**config.mk**
```make
export PLATFORM = sky130hd
export DESIGN_NAME = swerve_module_kinematics
export DESIGN_NICKNAME = d
export VERILOG_FILES = /design/src/rtl/swmk_pkg.sv /design/src/rtl/swmk_cordic.sv /design/src/rtl/swerve_module_kinematics.sv
export SDC_FILE = /design/constraint.sdc
export NUM_CORES = 2
export LEC_CHECK = 0
export BUFFER_PORTS_ARGS = -buffer_cell sky130_fd_sc_hd__buf_2
export CORE_MARGIN = 10
export CORE_UTILIZATION = 50
export CTS_BUF_LIST = sky130_fd_sc_hd__clkbuf_8
export DETAILED_ROUTE_END_ITERATION = 8
export PLACE_DENSITY = 0.67
export SLEW_MARGIN = 0
export SYNTH_ARGS = -nofsm -noshare
export SYNTH_HDL_FRONTEND = slang
export SYNTH_SLANG_ARGS = --single-unit
```
**constraint.sdc**
```tcl
create_clock -name clock -period 23 [get_ports clock]
set_input_delay 0 -clock clock [delete_from_list [all_inputs] [get_ports clock]]
set_output_delay 0 -clock clock [all_outputs]
set_load 0.02 [all_outputs]
```
**src/rtl/swmk_pkg.sv**
```systemverilog
`timescale 1ns / 1ps
// ----------------------------------------------------------------------------
// swmk_pkg
// Shared types, widths and constants for the swerve module kinematics block.
// ----------------------------------------------------------------------------
package swmk_pkg;

   localparam int MODULE_COUNT = 4;
   localparam int MOD_IW       = 2;
   localparam int FIELD_W      = 16;
   localparam int VEC_W        = 17;
   localparam int CORDIC_W     = 28;
   localparam int ANGLE_W      = 27;
   localparam int ZWRAP_W      = 25;
   localparam int HEADING_W    = 15;
   localparam int MAG_W        = 19;
   localparam int STEER_W      = 15;
   localparam int SPEED_W      = 18;
   localparam int ATAN_W       = 22;
   localparam int ATAN_IW      = 5;
   localparam int PROD_W       = 43;
   localparam int GAIN_W       = 16;

   localparam int IN_TDATA_W   = 48;
   localparam int OUT_TDATA_W  = 136;
   localparam int SPEED_BASE   = MODULE_COUNT * STEER_W;

   localparam logic [15:0] FULL_TURN     = 16'd23040;
   localparam logic [15:0] QUARTER_TURN  = 16'd5760;
   localparam logic [15:0] STEER_OFFSET  = 16'd17280;
   localparam logic [15:0] STEER_OFF_REV = 16'd28800;
   localparam logic [15:0] TWO_TURNS     = 16'd46080;

   localparam logic signed [VEC_W-1:0]   INV_SQRT2_Q16 = 17'sd46341;
   localparam logic [GAIN_W-1:0]         INV_GAIN_Q16  = 16'd39797;
   localparam logic signed [ANGLE_W-1:0] DEG180_Q16    = 27'sd11796480;
   localparam logic signed [ANGLE_W-1:0] DEG360_Q16    = 27'sd23592960;
   localparam logic signed [19:0]        SPEED_MAX     = 20'sd131071;

   // bit k set: rotation term is subtracted for module k+1
   localparam logic [MODULE_COUNT-1:0] ROT_X_NEG = 4'b1100;
   localparam logic [MODULE_COUNT-1:0] ROT_Y_NEG = 4'b0110;

   localparam logic [1:0] MOD_LAST = 2'd3;

   typedef struct packed {
      logic signed [VEC_W-1:0] x;
      logic signed [VEC_W-1:0] y;
   } swmk_vec_type;

   typedef struct packed {
      logic                 done;
      logic [HEADING_W-1:0] heading;
      logic [MAG_W-1:0]     magnitude;
   } swmk_polar_type;

   // atan(2^-i) in degrees, Q16
   function automatic logic [ATAN_W-1:0] atan_deg(input logic [ATAN_IW-1:0] idx);
      logic [ATAN_W-1:0] v;
      case (idx)
         5'd0:    v = 22'd2949120;
         5'd1:    v = 22'd1740967;
         5'd2:    v = 22'd919879;
         5'd3:    v = 22'd466945;
         5'd4:    v = 22'd234379;
         5'd5:    v = 22'd117304;
         5'd6:    v = 22'd58666;
         5'd7:    v = 22'd29335;
         5'd8:    v = 22'd14668;
         5'd9:    v = 22'd7334;
         5'd10:   v = 22'd3667;
         5'd11:   v = 22'd1833;
         5'd12:   v = 22'd917;
         5'd13:   v = 22'd458;
         5'd14:   v = 22'd229;
         5'd15:   v = 22'd115;
         5'd16:   v = 22'd57;
         5'd17:   v = 22'd29;
         5'd18:   v = 22'd14;
         5'd19:   v = 22'd7;
         5'd20:   v = 22'd4;
         5'd21:   v = 22'd2;
         5'd22:   v = 22'd1;
         default: v = 22'd0;
      endcase
      return v;
   endfunction

endpackage

```
**src/rtl/swmk_cordic.sv**
```systemverilog
`timescale 1ns / 1ps
// ----------------------------------------------------------------------------
// swmk_cordic
// Vectoring CORDIC: one micro-rotation per cycle, then angle wrap, rounding
// and gain correction, giving heading in 1/64 degree and vector magnitude.
// ----------------------------------------------------------------------------
module swmk_cordic #(
   parameter int CORDIC_STEPS = 16
) (
   input  logic                     clock,
   input  logic                     reset,
   input  logic                     start,
   input  swmk_pkg::swmk_vec_type   vec,
   output swmk_pkg::swmk_polar_type polar
);
   import swmk_pkg::*;

   localparam int IW = (CORDIC_STEPS > 1) ? $clog2(CORDIC_STEPS) : 1;
   localparam logic [IW-1:0] LAST_STEP = IW'(CORDIC_STEPS - 1);

   typedef enum logic [4:0] {
      C_IDLE  = 5'b00001,
      C_ITER  = 5'b00010,
      C_WRAP  = 5'b00100,
      C_SCALE = 5'b01000,
      C_OUT   = 5'b10000
   } cordic_state_type;

   cordic_state_type state_ff, state_in;
   logic signed [CORDIC_W-1:0] cx_ff, cx_in, cy_ff, cy_in;
   logic signed [ANGLE_W-1:0]  z_ff, z_in;
   logic [ZWRAP_W-1:0]         zw_ff, zw_in;
   logic [PROD_W-1:0]          prod_ff, prod_in;
   logic [IW-1:0]              step_ff, step_in;
   logic                       zero_ff, zero_in;
   logic [HEADING_W-1:0]       heading_ff, heading_in;
   logic [MAG_W-1:0]           mag_ff, mag_in;

   logic signed [CORDIC_W-1:0] xs, ys, sh_x, sh_y;
   logic signed [ANGLE_W-1:0]  atan_e;
   logic [CORDIC_W-2:0]        cx_pos;
   logic [ZWRAP_W:0]           zsum;
   logic [15:0]                zr;
   logic [PROD_W-1:0]          msum;

   always_comb begin
      xs     = {{(CORDIC_W-VEC_W-8){vec.x[VEC_W-1]}}, vec.x, 8'b0};
      ys     = {{(CORDIC_W-VEC_W-8){vec.y[VEC_W-1]}}, vec.y, 8'b0};
      sh_x   = cx_ff >>> step_ff;
      sh_y   = cy_ff >>> step_ff;
      atan_e = $signed({{(ANGLE_W-ATAN_W){1'b0}}, atan_deg(ATAN_IW'(step_ff))});
      cx_pos = cx_ff[CORDIC_W-1] ? '0 : cx_ff[CORDIC_W-2:0];
      zsum   = {1'b0, zw_ff} + 26'd512;
      zr     = zsum[ZWRAP_W:10];
      msum   = prod_ff + (PROD_W'(1) << 23);

      state_in   = state_ff;
      cx_in      = cx_ff;
      cy_in      = cy_ff;
      z_in       = z_ff;
      zw_in      = zw_ff;
      prod_in    = prod_ff;
      step_in    = step_ff;
      zero_in    = zero_ff;
      heading_in = heading_ff;
      mag_in     = mag_ff;

      case (state_ff)
         C_IDLE: begin
            if (start) begin
               zero_in = (vec.x == '0) && (vec.y == '0);
               step_in = '0;
               // move the vector into the right half plane first
               if (vec.x[VEC_W-1]) begin
                  cx_in = -xs;
                  cy_in = -ys;
                  z_in  = DEG180_Q16;
               end else begin
                  cx_in = xs;
                  cy_in = ys;
                  z_in  = '0;
               end
               state_in = C_ITER;
            end
         end
         C_ITER: begin
            if (cy_ff > 0) begin
               cx_in = cx_ff + sh_y;
               cy_in = cy_ff - sh_x;
               z_in  = z_ff + atan_e;
            end else begin
               cx_in = cx_ff - sh_y;
               cy_in = cy_ff + sh_x;
               z_in  = z_ff - atan_e;
            end
            step_in = step_ff + 1'b1;
            if (step_ff == LAST_STEP) begin
               state_in = C_WRAP;
            end
         end
         C_WRAP: begin
            if (z_ff < 0) begin
               zw_in = ZWRAP_W'(z_ff + DEG360_Q16);
            end else if (z_ff >= DEG360_Q16) begin
               zw_in = ZWRAP_W'(z_ff - DEG360_Q16);
            end else begin
               zw_in = ZWRAP_W'(z_ff);
            end
            prod_in  = {{(PROD_W-CORDIC_W+1){1'b0}}, cx_pos} *
                       {{(PROD_W-GAIN_W){1'b0}}, INV_GAIN_Q16};
            state_in = C_SCALE;
         end
         C_SCALE: begin
            if (zero_ff || (zr >= FULL_TURN)) begin
               heading_in = '0;
            end else begin
               heading_in = zr[HEADING_W-1:0];
            end
            mag_in   = zero_ff ? '0 : msum[PROD_W-1:24];
            state_in = C_OUT;
         end
         C_OUT: begin
            state_in = C_IDLE;
         end
         default: begin
            state_in = C_IDLE;
         end
      endcase
   end

   always_ff @(posedge clock) begin
      if (reset) begin
         state_ff <= C_IDLE;
      end else begin
         state_ff <= state_in;
      end
      cx_ff      <= cx_in;
      cy_ff      <= cy_in;
      z_ff       <= z_in;
      zw_ff      <= zw_in;
      prod_ff    <= prod_in;
      step_ff    <= step_in;
      zero_ff    <= zero_in;
      heading_ff <= heading_in;
      mag_ff     <= mag_in;
   end

   assign polar.done      = (state_ff == C_OUT);
   assign polar.heading   = heading_ff;
   assign polar.magnitude = mag_ff;

endmodule

```
**src/rtl/swerve_module_kinematics.sv**
```systemverilog
`timescale 1ns / 1ps
// ----------------------------------------------------------------------------
// swerve_module_kinematics
// Swerve drive inverse kinematics: chassis command in, steering angle and
// wheel speed for four modules out.
// ----------------------------------------------------------------------------
// One chassis command (vel_x, vel_y, rotate_rate) yields one result item with
// four steering targets (1/64 degree, 0..23039) and four saturated wheel
// speeds. The four modules go one after another through a single vectoring
// CORDIC unit, one micro-rotation per cycle, so req_tready stays low once an
// item is accepted until the result of all four modules has been written to
// the output register. A finished result waits in the output register, so the
// next command is taken while the previous result is still unread; if that
// result is still unread when the next one is ready, the block waits until it
// is taken. Each module keeps a reverse flag that toggles when its heading
// jumps by more than 90 degrees; while set, the target turns by 180 degrees
// and the speed flips.
// csr_wr_data selects wheels whose speed is negated (reset value 4'b0010).
module swerve_module_kinematics #(
   parameter int CORDIC_STEPS = 16
) (
   input  logic                                clock,
   input  logic                                reset,
   input  logic                                req_tvalid,
   output logic                                req_tready,
   // vel_x, vel_y, rotate_rate
   input  logic [swmk_pkg::IN_TDATA_W-1:0]     req_tdata,
   output logic                                rsp_tvalid,
   input  logic                                rsp_tready,
   // steer_angle_1..4, wheel_speed_1..4, zero pad
   output logic [swmk_pkg::OUT_TDATA_W-1:0]    rsp_tdata,
   input  logic                                csr_wr_en,
   input  logic [swmk_pkg::MODULE_COUNT-1:0]   csr_wr_data
);
   import swmk_pkg::*;

   typedef enum logic [6:0] {
      S_IDLE   = 7'b0000001,
      S_PREP   = 7'b0000010,
      S_LAUNCH = 7'b0000100,
      S_WAIT   = 7'b0001000,
      S_FLAG   = 7'b0010000,
      S_STORE  = 7'b0100000,
      S_HOLD   = 7'b1000000
   } seq_state_type;

   seq_state_type state_ff, state_in;
   logic signed [FIELD_W-1:0] vx_ff, vx_in, vy_ff, vy_in, rot_ff, rot_in, rr_ff, rr_in;
   logic [MOD_IW-1:0]         k_ff, k_in;
   logic [MODULE_COUNT-1:0]   mask_ff, mask_in;
   logic [MODULE_COUNT-1:0]   reverse_ff, reverse_in;
   logic [HEADING_W-1:0]      last_ff [MODULE_COUNT];
   logic [HEADING_W-1:0]      last_in [MODULE_COUNT];
   logic [STEER_W-1:0]        steer_w_ff [MODULE_COUNT];
   logic [STEER_W-1:0]        steer_w_in [MODULE_COUNT];
   logic [SPEED_W-1:0]        speed_w_ff [MODULE_COUNT];
   logic [SPEED_W-1:0]        speed_w_in [MODULE_COUNT];
   logic                      rsp_valid_ff, rsp_valid_in;
   logic [OUT_TDATA_W-1:0]    rsp_data_ff, rsp_data_in;

   logic                      start;
   swmk_vec_type              vec;
   swmk_polar_type            polar;

   logic signed [32:0]        rr_prod, rr_sum;
   logic signed [VEC_W:0]     vx_e, vy_e, rr_e, mx, my, nx;
   logic [HEADING_W-1:0]      d, alt, ang_dist, last_k;
   logic                      toggle;
   logic [15:0]               steer_base;
   logic [STEER_W-1:0]        steer_mod;
   logic signed [19:0]        mag_s, spd;
   logic [SPEED_W-1:0]        spd_sat;
   logic [OUT_TDATA_W-1:0]    pack_data;

   swmk_cordic #(
      .CORDIC_STEPS (CORDIC_STEPS)
   ) u_cordic (
      .clock (clock),
      .reset (reset),
      .start (start),
      .vec   (vec),
      .polar (polar)
   );

   always_comb begin
      // r = round(rotate * 46341 / 2^16)
      rr_prod = rot_ff * INV_SQRT2_Q16;
      rr_sum  = rr_prod + 33'sd32768;

      vx_e = {{(VEC_W+1-FIELD_W){vx_ff[FIELD_W-1]}}, vx_ff};
      vy_e = {{(VEC_W+1-FIELD_W){vy_ff[FIELD_W-1]}}, vy_ff};
      rr_e = {{(VEC_W+1-FIELD_W){rr_ff[FIELD_W-1]}}, rr_ff};
      mx   = ROT_X_NEG[k_ff] ? (vx_e - rr_e) : (vx_e + rr_e);
      my   = ROT_Y_NEG[k_ff] ? (vy_e - rr_e) : (vy_e + rr_e);
      nx   = -mx;
      vec.x = nx[VEC_W-1:0];
      vec.y = my[VEC_W-1:0];

      // shortest angular distance to the previous heading
      last_k   = last_ff[k_ff];
      d        = (polar.heading >= last_k) ? (polar.heading - last_k)
                                           : (last_k - polar.heading);
      alt      = HEADING_W'(FULL_TURN) - d;
      ang_dist = (d < alt) ? d : alt;
      toggle   = ({1'b0, ang_dist} > QUARTER_TURN);

      steer_base = {1'b0, last_k} + (reverse_ff[k_ff] ? STEER_OFF_REV : STEER_OFFSET);
      if (steer_base >= TWO_TURNS) begin
         steer_mod = STEER_W'(steer_base - TWO_TURNS);
      end else if (steer_base >= FULL_TURN) begin
         steer_mod = STEER_W'(steer_base - FULL_TURN);
      end else begin
         steer_mod = steer_base[STEER_W-1:0];
      end

      mag_s = $signed({1'b0, polar.magnitude});
      spd   = (reverse_ff[k_ff] ^ mask_ff[k_ff]) ? -mag_s : mag_s;
      if (spd > SPEED_MAX) begin
         spd_sat = SPEED_MAX[SPEED_W-1:0];
      end else if (spd < -SPEED_MAX) begin
         spd_sat = SPEED_W'(-SPEED_MAX);
      end else begin
         spd_sat = spd[SPEED_W-1:0];
      end

      pack_data = '0;
      for (int m = 0; m < MODULE_COUNT; m++) begin
         pack_data[m*STEER_W +: STEER_W]              = steer_w_ff[m];
         pack_data[SPEED_BASE + m*SPEED_W +: SPEED_W] = speed_w_ff[m];
      end
   end

   always_comb begin
      state_in     = state_ff;
      vx_in        = vx_ff;
      vy_in        = vy_ff;
      rot_in       = rot_ff;
      rr_in        = rr_ff;
      k_in         = k_ff;
      mask_in      = mask_ff;
      reverse_in   = reverse_ff;
      last_in      = last_ff;
      steer_w_in   = steer_w_ff;
      speed_w_in   = speed_w_ff;
      rsp_valid_in = rsp_valid_ff;
      rsp_data_in  = rsp_data_ff;
      start        = 1'b0;

      if (csr_wr_en) begin
         mask_in = csr_wr_data;
      end
      if (rsp_valid_ff && rsp_tready) begin
         rsp_valid_in = 1'b0;
      end

      case (state_ff)
         S_IDLE: begin
            if (req_tvalid) begin
               vx_in    = req_tdata[15:0];
               vy_in    = req_tdata[31:16];
               rot_in   = req_tdata[47:32];
               k_in     = '0;
               state_in = S_PREP;
            end
         end
         S_PREP: begin
            rr_in    = rr_sum[31:16];
            state_in = S_LAUNCH;
         end
         S_LAUNCH: begin
            start    = 1'b1;
            state_in = S_WAIT;
         end
         S_WAIT: begin
            if (polar.done) begin
               state_in = S_FLAG;
            end
         end
         S_FLAG: begin
            reverse_in[k_ff] = reverse_ff[k_ff] ^ toggle;
            last_in[k_ff]    = polar.heading;
            state_in         = S_STORE;
         end
         S_STORE: begin
            steer_w_in[k_ff] = steer_mod;
            speed_w_in[k_ff] = spd_sat;
            if (k_ff == MOD_LAST) begin
               state_in = S_HOLD;
            end else begin
               k_in     = k_ff + 1'b1;
               state_in = S_LAUNCH;
            end
         end
         S_HOLD: begin
            // wait for the output register to be free
            if (!rsp_valid_ff || rsp_tready) begin
               rsp_data_in  = pack_data;
               rsp_valid_in = 1'b1;
               state_in     = S_IDLE;
            end
         end
         default: begin
            state_in = S_IDLE;
         end
      endcase
   end

   always_ff @(posedge clock) begin
      if (reset) begin
         state_ff     <= S_IDLE;
         mask_ff      <= 4'b0010;
         reverse_ff   <= '0;
         last_ff      <= '{default: '0};
         rsp_valid_ff <= 1'b0;
         k_ff         <= '0;
      end else begin
         state_ff     <= state_in;
         mask_ff      <= mask_in;
         reverse_ff   <= reverse_in;
         last_ff      <= last_in;
         rsp_valid_ff <= rsp_valid_in;
         k_ff         <= k_in;
      end
      vx_ff       <= vx_in;
      vy_ff       <= vy_in;
      rot_ff      <= rot_in;
      rr_ff       <= rr_in;
      steer_w_ff  <= steer_w_in;
      speed_w_ff  <= speed_w_in;
      rsp_data_ff <= rsp_data_in;
   end

   assign req_tready = (state_ff == S_IDLE);
   assign rsp_tvalid = rsp_valid_ff;
   assign rsp_tdata  = rsp_data_ff;

endmodule

```
## Word level (Yosys, flattened, before mapping)

Memory sizes are Yosys's and may differ from the RTL's. A register that Yosys moved wholly into a read port is not among the register bits.
Cells that the tools add are included.

| storage, ports and cells | value |
|---|---|
| memory bits (read-only) | 352 |
| input bits | 57 |
| word-level logic and storage cells | 184 |
| flip-flop bits (word level) | 601 |
| memories kept | 1 |

Memories:

| memory | words | width | read ports | clocked after Yosys merged registers in | wr ports | RTL line | source |
|---|---|---|---|---|---|---|---|
| (no name shown) | 16 | 22 | 1 | 1 | 0 | swmk_pkg.sv:60 | `case (idx)` |

| cells by class | value |
|---|---|
| order comparisons | 15 |
| add/subtract/negate cells | 27 |
| eq/ne operators | 20 |
| reductions and logical operators | 18 |
| bitwise logic cells | 3 |
| shift-type cells | 2 |
| multiplexer cells | 64 |
| multipliers | 2 |

Operators by type and width:

| cell | count |
|---|---|
| $mux 28 | 6 |
| $bwmux 60 | 2 |
| $pmux 28 s2 | 2 |
| $mux 15 | 7 |
| $mux 27 | 3 |
| $bwmux 72 | 1 |
| $add 28x28->28 | 2 |
| $neg 25->28 | 2 |
| $sshr 28x4->28 | 2 |
| $sub 28x28->28 | 2 |
| $mux 18 | 3 |
| $pmux 27 s2 | 1 |
| $mux 25 | 2 |
| $pmux 7 s7 | 1 |
| $add 43x24->43 const B | 1 |
| $mul 27x16->43 const B | 1 |
| $demux 18 s2 | 1 |
| $add 16x16->17 | 2 |
| $logic_not 17->1 | 2 |
| $mux 17 | 2 |
| $sub 16x16->17 | 2 |
| $add 32x17->32 const B | 1 |
| $ge 16x15->1 const B | 2 |
| $mul 16x17->32 const B | 1 |
| 67 further kinds | 100 |

## Longest topological paths before layout

| depth | value |
|---|---|
| word-level depth | 12 |
| depth in mapped cells | 29 |
| depth with buffers taken out | 27 |

## Cells and area by module

A second synthesis with hierarchy kept.

| unflattened totals | value |
|---|---|
| cell total of the unflattened synthesis | 4582 |
| area, all modules | 46976.3 um^2 |

By module, submodules not included:

| module | area an instance (um^2) | instances | seq. area each (um^2) | cells an instance |
|---|---|---|---|---|
| swmk_cordic | 24312.1 | 1 | 5285.1 | 2630 |
| swerve_module_kinematics | 22664.2 | 1 | 11410.9 | 1952 |

## Least setup slack after synthesis

No wires, ideal clock.

| timing path | value |
|---|---|
| path kind | register to register |
| start point | register u_cordic.cx_ff[27] |
| end point | register u_cordic.prod_ff[41] (data pin) |
| path slack | 15.654 ns |
| setup time | 0.258 ns |
| stages on the path, launching flop included | 27 |
| arrival | 7.088 ns |
| data required time | 22.742 ns |
| path through | edfxtp_1 > buf_4 > buf_2 > clkbuf_1 > nor2b_1 > fa_1 > fa_1 > inv_1 > fa_1 > fa_1 > inv_1 > fa_1 > fa_1 > ha_1 > nand4_1 > nor2_1 > a2111oi_0 > a32oi_1 > a41o_1 > a211oi_1 > o311a_1 > a21oi_1 > and2_1 > o21ai_0 > nand2b_1 > a21oi_1 > xnor2_1 |

| on the way | value |
|---|---|
| cells in the longest elaborated chain, start to end | 2 |

RTL lines:

| item | RTL line | source |
|---|---|---|
| from (decl) | swmk_cordic.sv:30 | `logic signed [CORDIC_W-1:0] cx_ff, cx_in, cy_ff, cy_in;` |
| from (signal assigned) | swmk_cordic.sv:137 | `cx_ff <= cx_in;` |
| $mux 27 | swmk_cordic.sv:52 | `cx_pos = cx_ff[CORDIC_W-1] ? '0 : cx_ff[CORDIC_W-2:0];` |
| $mul 27x16->43 | swmk_cordic.sv:109 | `prod_in = {{(PROD_W-CORDIC_W+1){1'b0}}, cx_pos} *` |
| to (signal assigned) | swmk_cordic.sv:141 | `prod_ff <= prod_in;` |
| to (decl) | swmk_cordic.sv:33 | `logic [PROD_W-1:0] prod_ff, prod_in;` |

No other way between the ends.
A chain may end at the register's enable or synchronous reset.

## Final worst setup path

Same ends and word-level chain as after synthesis.

==> results.sh <==
export IMPL_worstSetupEndpointType="flip-flop"
export IMPL_cts_sinks=591
export IMPL_slew_violations=0
export IMPL_port_buffers=190
export IMPL_drt_pass1_iter_count=7
export IMPL_fin_setup_tns_ns=0
export IMPL_post_route_period_util=0.346
export IMPL_netlist_area_mm2=0.0459
export IMPL_grt_usage=0.203
export IMPL_clockBufferDepth=3
export IMPL_crit_path_max_incr_delay_ns=0.85
export IMPL_htreeDepth=3
export IMPL_cp_max_fo=39
export IMPL_wl_per_cell_um=18.0
export IMPL_dieArea_mm2=0.104
export IMPL_max_slew_margin=0.257
export IMPL_start_kind="flip-flop"
export IMPL_drc=0
export IMPL_synth_cell_types=106
export IMPL_grt_max_degree=82
export IMPL_ys_seq_elements=591
export IMPL_grt_overflow_total=0
export IMPL_layout_nets=5465
export IMPL_drive_gt1_frac=0.103
export IMPL_start_util=0.502
export IMPL_dp_hpwl_mm=81.3
export IMPL_die_y_um=323
export IMPL_core_area_mm2=0.0914
export IMPL_crit_chain="buf_4, nor2b_1, fa_1, fa_1, inv_1, fa_1, fa_1, inv_1, fa_1, fa_1, ha_1, a2111oi_0, o21ai_0, o2111ai_1, a32oi_1, a41o_1, a211oi_1, o311a_1, a21oi_1, and2_1, o21ai_0, nand2b_1, a21oi_1, xnor2_1"
export IMPL_report_final_hold_viol_count=0
export IMPL_cts_resized=0
export IMPL_cts_hold_buffers=116
export IMPL_total_power_mw=3.17
export IMPL_status="finished clean"
export IMPL_cts_setup_buffers=0
export IMPL_crit_buf_inv=3
export IMPL_grt_pass1_vias=32146
export IMPL_syn2layout_area_growth_pct=11.5
export IMPL_max_freq_mhz=126
export IMPL_setup_viol=0
export IMPL_worst_slew_pin_slew_ns=1.11
export IMPL_hold_path_class="primary input to flip-flop"
export IMPL_row_count=111
export IMPL_die_x_um=323
export IMPL_routed_wirelength_mm=107
export IMPL_ios=195
export IMPL_fin_crit_ns=7.95
export IMPL_viasPerCell=5.49
export IMPL_worst_slack_ns=15.05
export IMPL_crit_path_frequent_cell="fa_1"
export IMPL_yosysWarnings=0
export IMPL_required_ns=23.51
export IMPL_crit_type="flip-flop to flip-flop"
export IMPL_peakVddDrop_mv=0.168
export IMPL_synth_top_flop_cell="edfxtp_1"
export IMPL_drt_initial_drc_count=2140
export IMPL_slowest_stage="nor2b_1"
export IMPL_crit_family="adder cells"
export IMPL_antenna_found_initial=3
export IMPL_p_leak_nw=21.6
export IMPL_grt_pass1_wl_mm=171
export IMPL_gp_congestion=0.924
export IMPL_synthCells=4363
export IMPL_vias=32627
export IMPL_root_buffer="clkbuf_8"
export IMPL_crit_arrival_ns=8.46
export IMPL_dpl_worst_slack_ns=14.98
export IMPL_synth_avg_cell_area_um2=10.5
export IMPL_ant_nets=0
export IMPL_ys_seq_area_frac=0.364
export IMPL_clk_latency_ns=0.79
export IMPL_finClkSkew_ns=0.0686
export IMPL_async_flop_share=0
export IMPL_cts_tree="done"
export IMPL_cts_buffers=99
export IMPL_clk_pin_slew_worst_paths_ns=0.07
export IMPL_power_density_mw_per_mm2=62.0
export IMPL_rsz0062_at_grt="false"
export IMPL_synth_edf_count=486
export IMPL_drv_cap=0
## through the flow
| step | hold WS [ns] | area [um2] | cells | util |
|---|---|---|---|---|
| 4_1_cts | 0.0468 | 51100 | 5938 | 0.559 |
| 3_3_place_gp | 0.176 | 48000 | 5644 | 0.525 |
| 6_report | 0.144 | 51100 | 5940 | 0.559 |
| 2_1_floorplan | 0.0989 | 45900 | 4366 | - |
| 3_5_place_dp | 0.178 | 48000 | 5644 | 0.525 |
| 5_1_grt | 0.123 | 51100 | 5940 | 0.559 |
## metal layers
metal  wire length [um]  track usage  vias up
met5                  0            0        -
met4               2560       0.0589        0
met3               6370       0.0346      159
met2              50900        0.344      899
li1                   -            -    15933
met1              46900        0.265    15636
## worst paths after layout
path	startpoint	to	slack [ns]	cells after the start
min reg2reg	pack_data[108]$_DFFE_PP_	rsp_tdata[108]$_DFFE_PP_	0.41	0
min	csr_wr_en	mask_ff[1]$_SDFFE_PP1P_	0.14	3
max reg2reg	u_cordic.cx_ff[27]$_DFFE_PP_	u_cordic.prod_ff[41]$_DFFE_PN_	15.05	24
max	u_cordic.cx_ff[27]$_DFFE_PP_	u_cordic.prod_ff[41]$_DFFE_PN_	15.05	24
## state kept, by name (all words and copies together) (netlist names), 5 cells and up
register and cells:
last_ff 60, pack_data 132, rot_ff 16, rr_ff 16
rsp_tdata 132, state_ff 7, u_cordic.atan_e 22, u_cordic.cx_ff 28
u_cordic.cy_ff 28, u_cordic.heading_ff 15, u_cordic.mag_ff 19, u_cordic.prod_ff 20
u_cordic.state_ff 5, u_cordic.z_ff 27, u_cordic.zw_ff 16, vx_ff 16
vy_ff 16
## cell usage after synthesis (82+ instances only)
master	count	area, um2
edfxtp_1	486	14600
inv_1	479	1800
ha_1	476	5960
nand2_1	353	1330
nor2_1	345	1290
a21oi_1	291	1460
fa_1	257	5140
xnor2_1	209	1830
o21ai_0	175	876
xor2_1	129	1130
dfxtp_1	105	2100
nand3_1	82	410
## final cells by class
class | instances | area [um2]
tap | 1186 | 1480
antenna | 2 | 5.00
clock inverter | 68 | 474
inverter | 482 | 1810
sequential | 591 | 16700
clock buffer | 110 | 1510
multi-input combinational | 3161 | 26800
fill | 7882 | 40300
timing repair buffer | 340 | 2370
## kinds of logic after synthesis
family / count (synthesis) / share of synthesized area
buf+inv: 614 / 0.0529
flops: 591 / 0.364
compound gates: 768 / 0.102
simple gates: 1189 / 0.125
mux: 127 / 0.0483
xor+xnor: 340 / 0.0654
other cells: 1 / 0.0000818
fa+ha+maj: 733 / 0.242
## report_power, final
part	total, mW	switching (mW)	internal [mW]
combinational	0.997	0.561	0.435
clock	0.940	0.440	0.499
sequential	1.23	0.0165	1.22
## worst min-delay path, cell delays in order
cell and delay, ns:
buf_2 0.18, a211o_1 0.15, dlygate4sd3_1 0.54
## cells in the final DEF (no fill, tap or decap), types with 20 or more instances in the layout
cell type      count
nor2b_1           50
o21a_1            32
edfxtp_1         486
xor2_1           129
ha_1             476
fa_1             257
a31oi_1           28
and2_1            43
nor4_1            27
o21ai_0          175
dfxtp_1          104
nor3b_1           22
inv_1            518
nor2_1           344
o31ai_1           20
mux4_2            60
clkbuf_8         110
and3_1            22
nand2b_1          40
mux2i_1           43
or3_1             30
buf_2            190
buf_4             34
nor3_1            75
a21oi_1          291
a21o_1            39
nand2_1          353
xnor2_1          209
nand3_1           82
dlygate4sd3_1    116
a211oi_1          21
No activity file was read; power rests on OpenSTA's default activity.
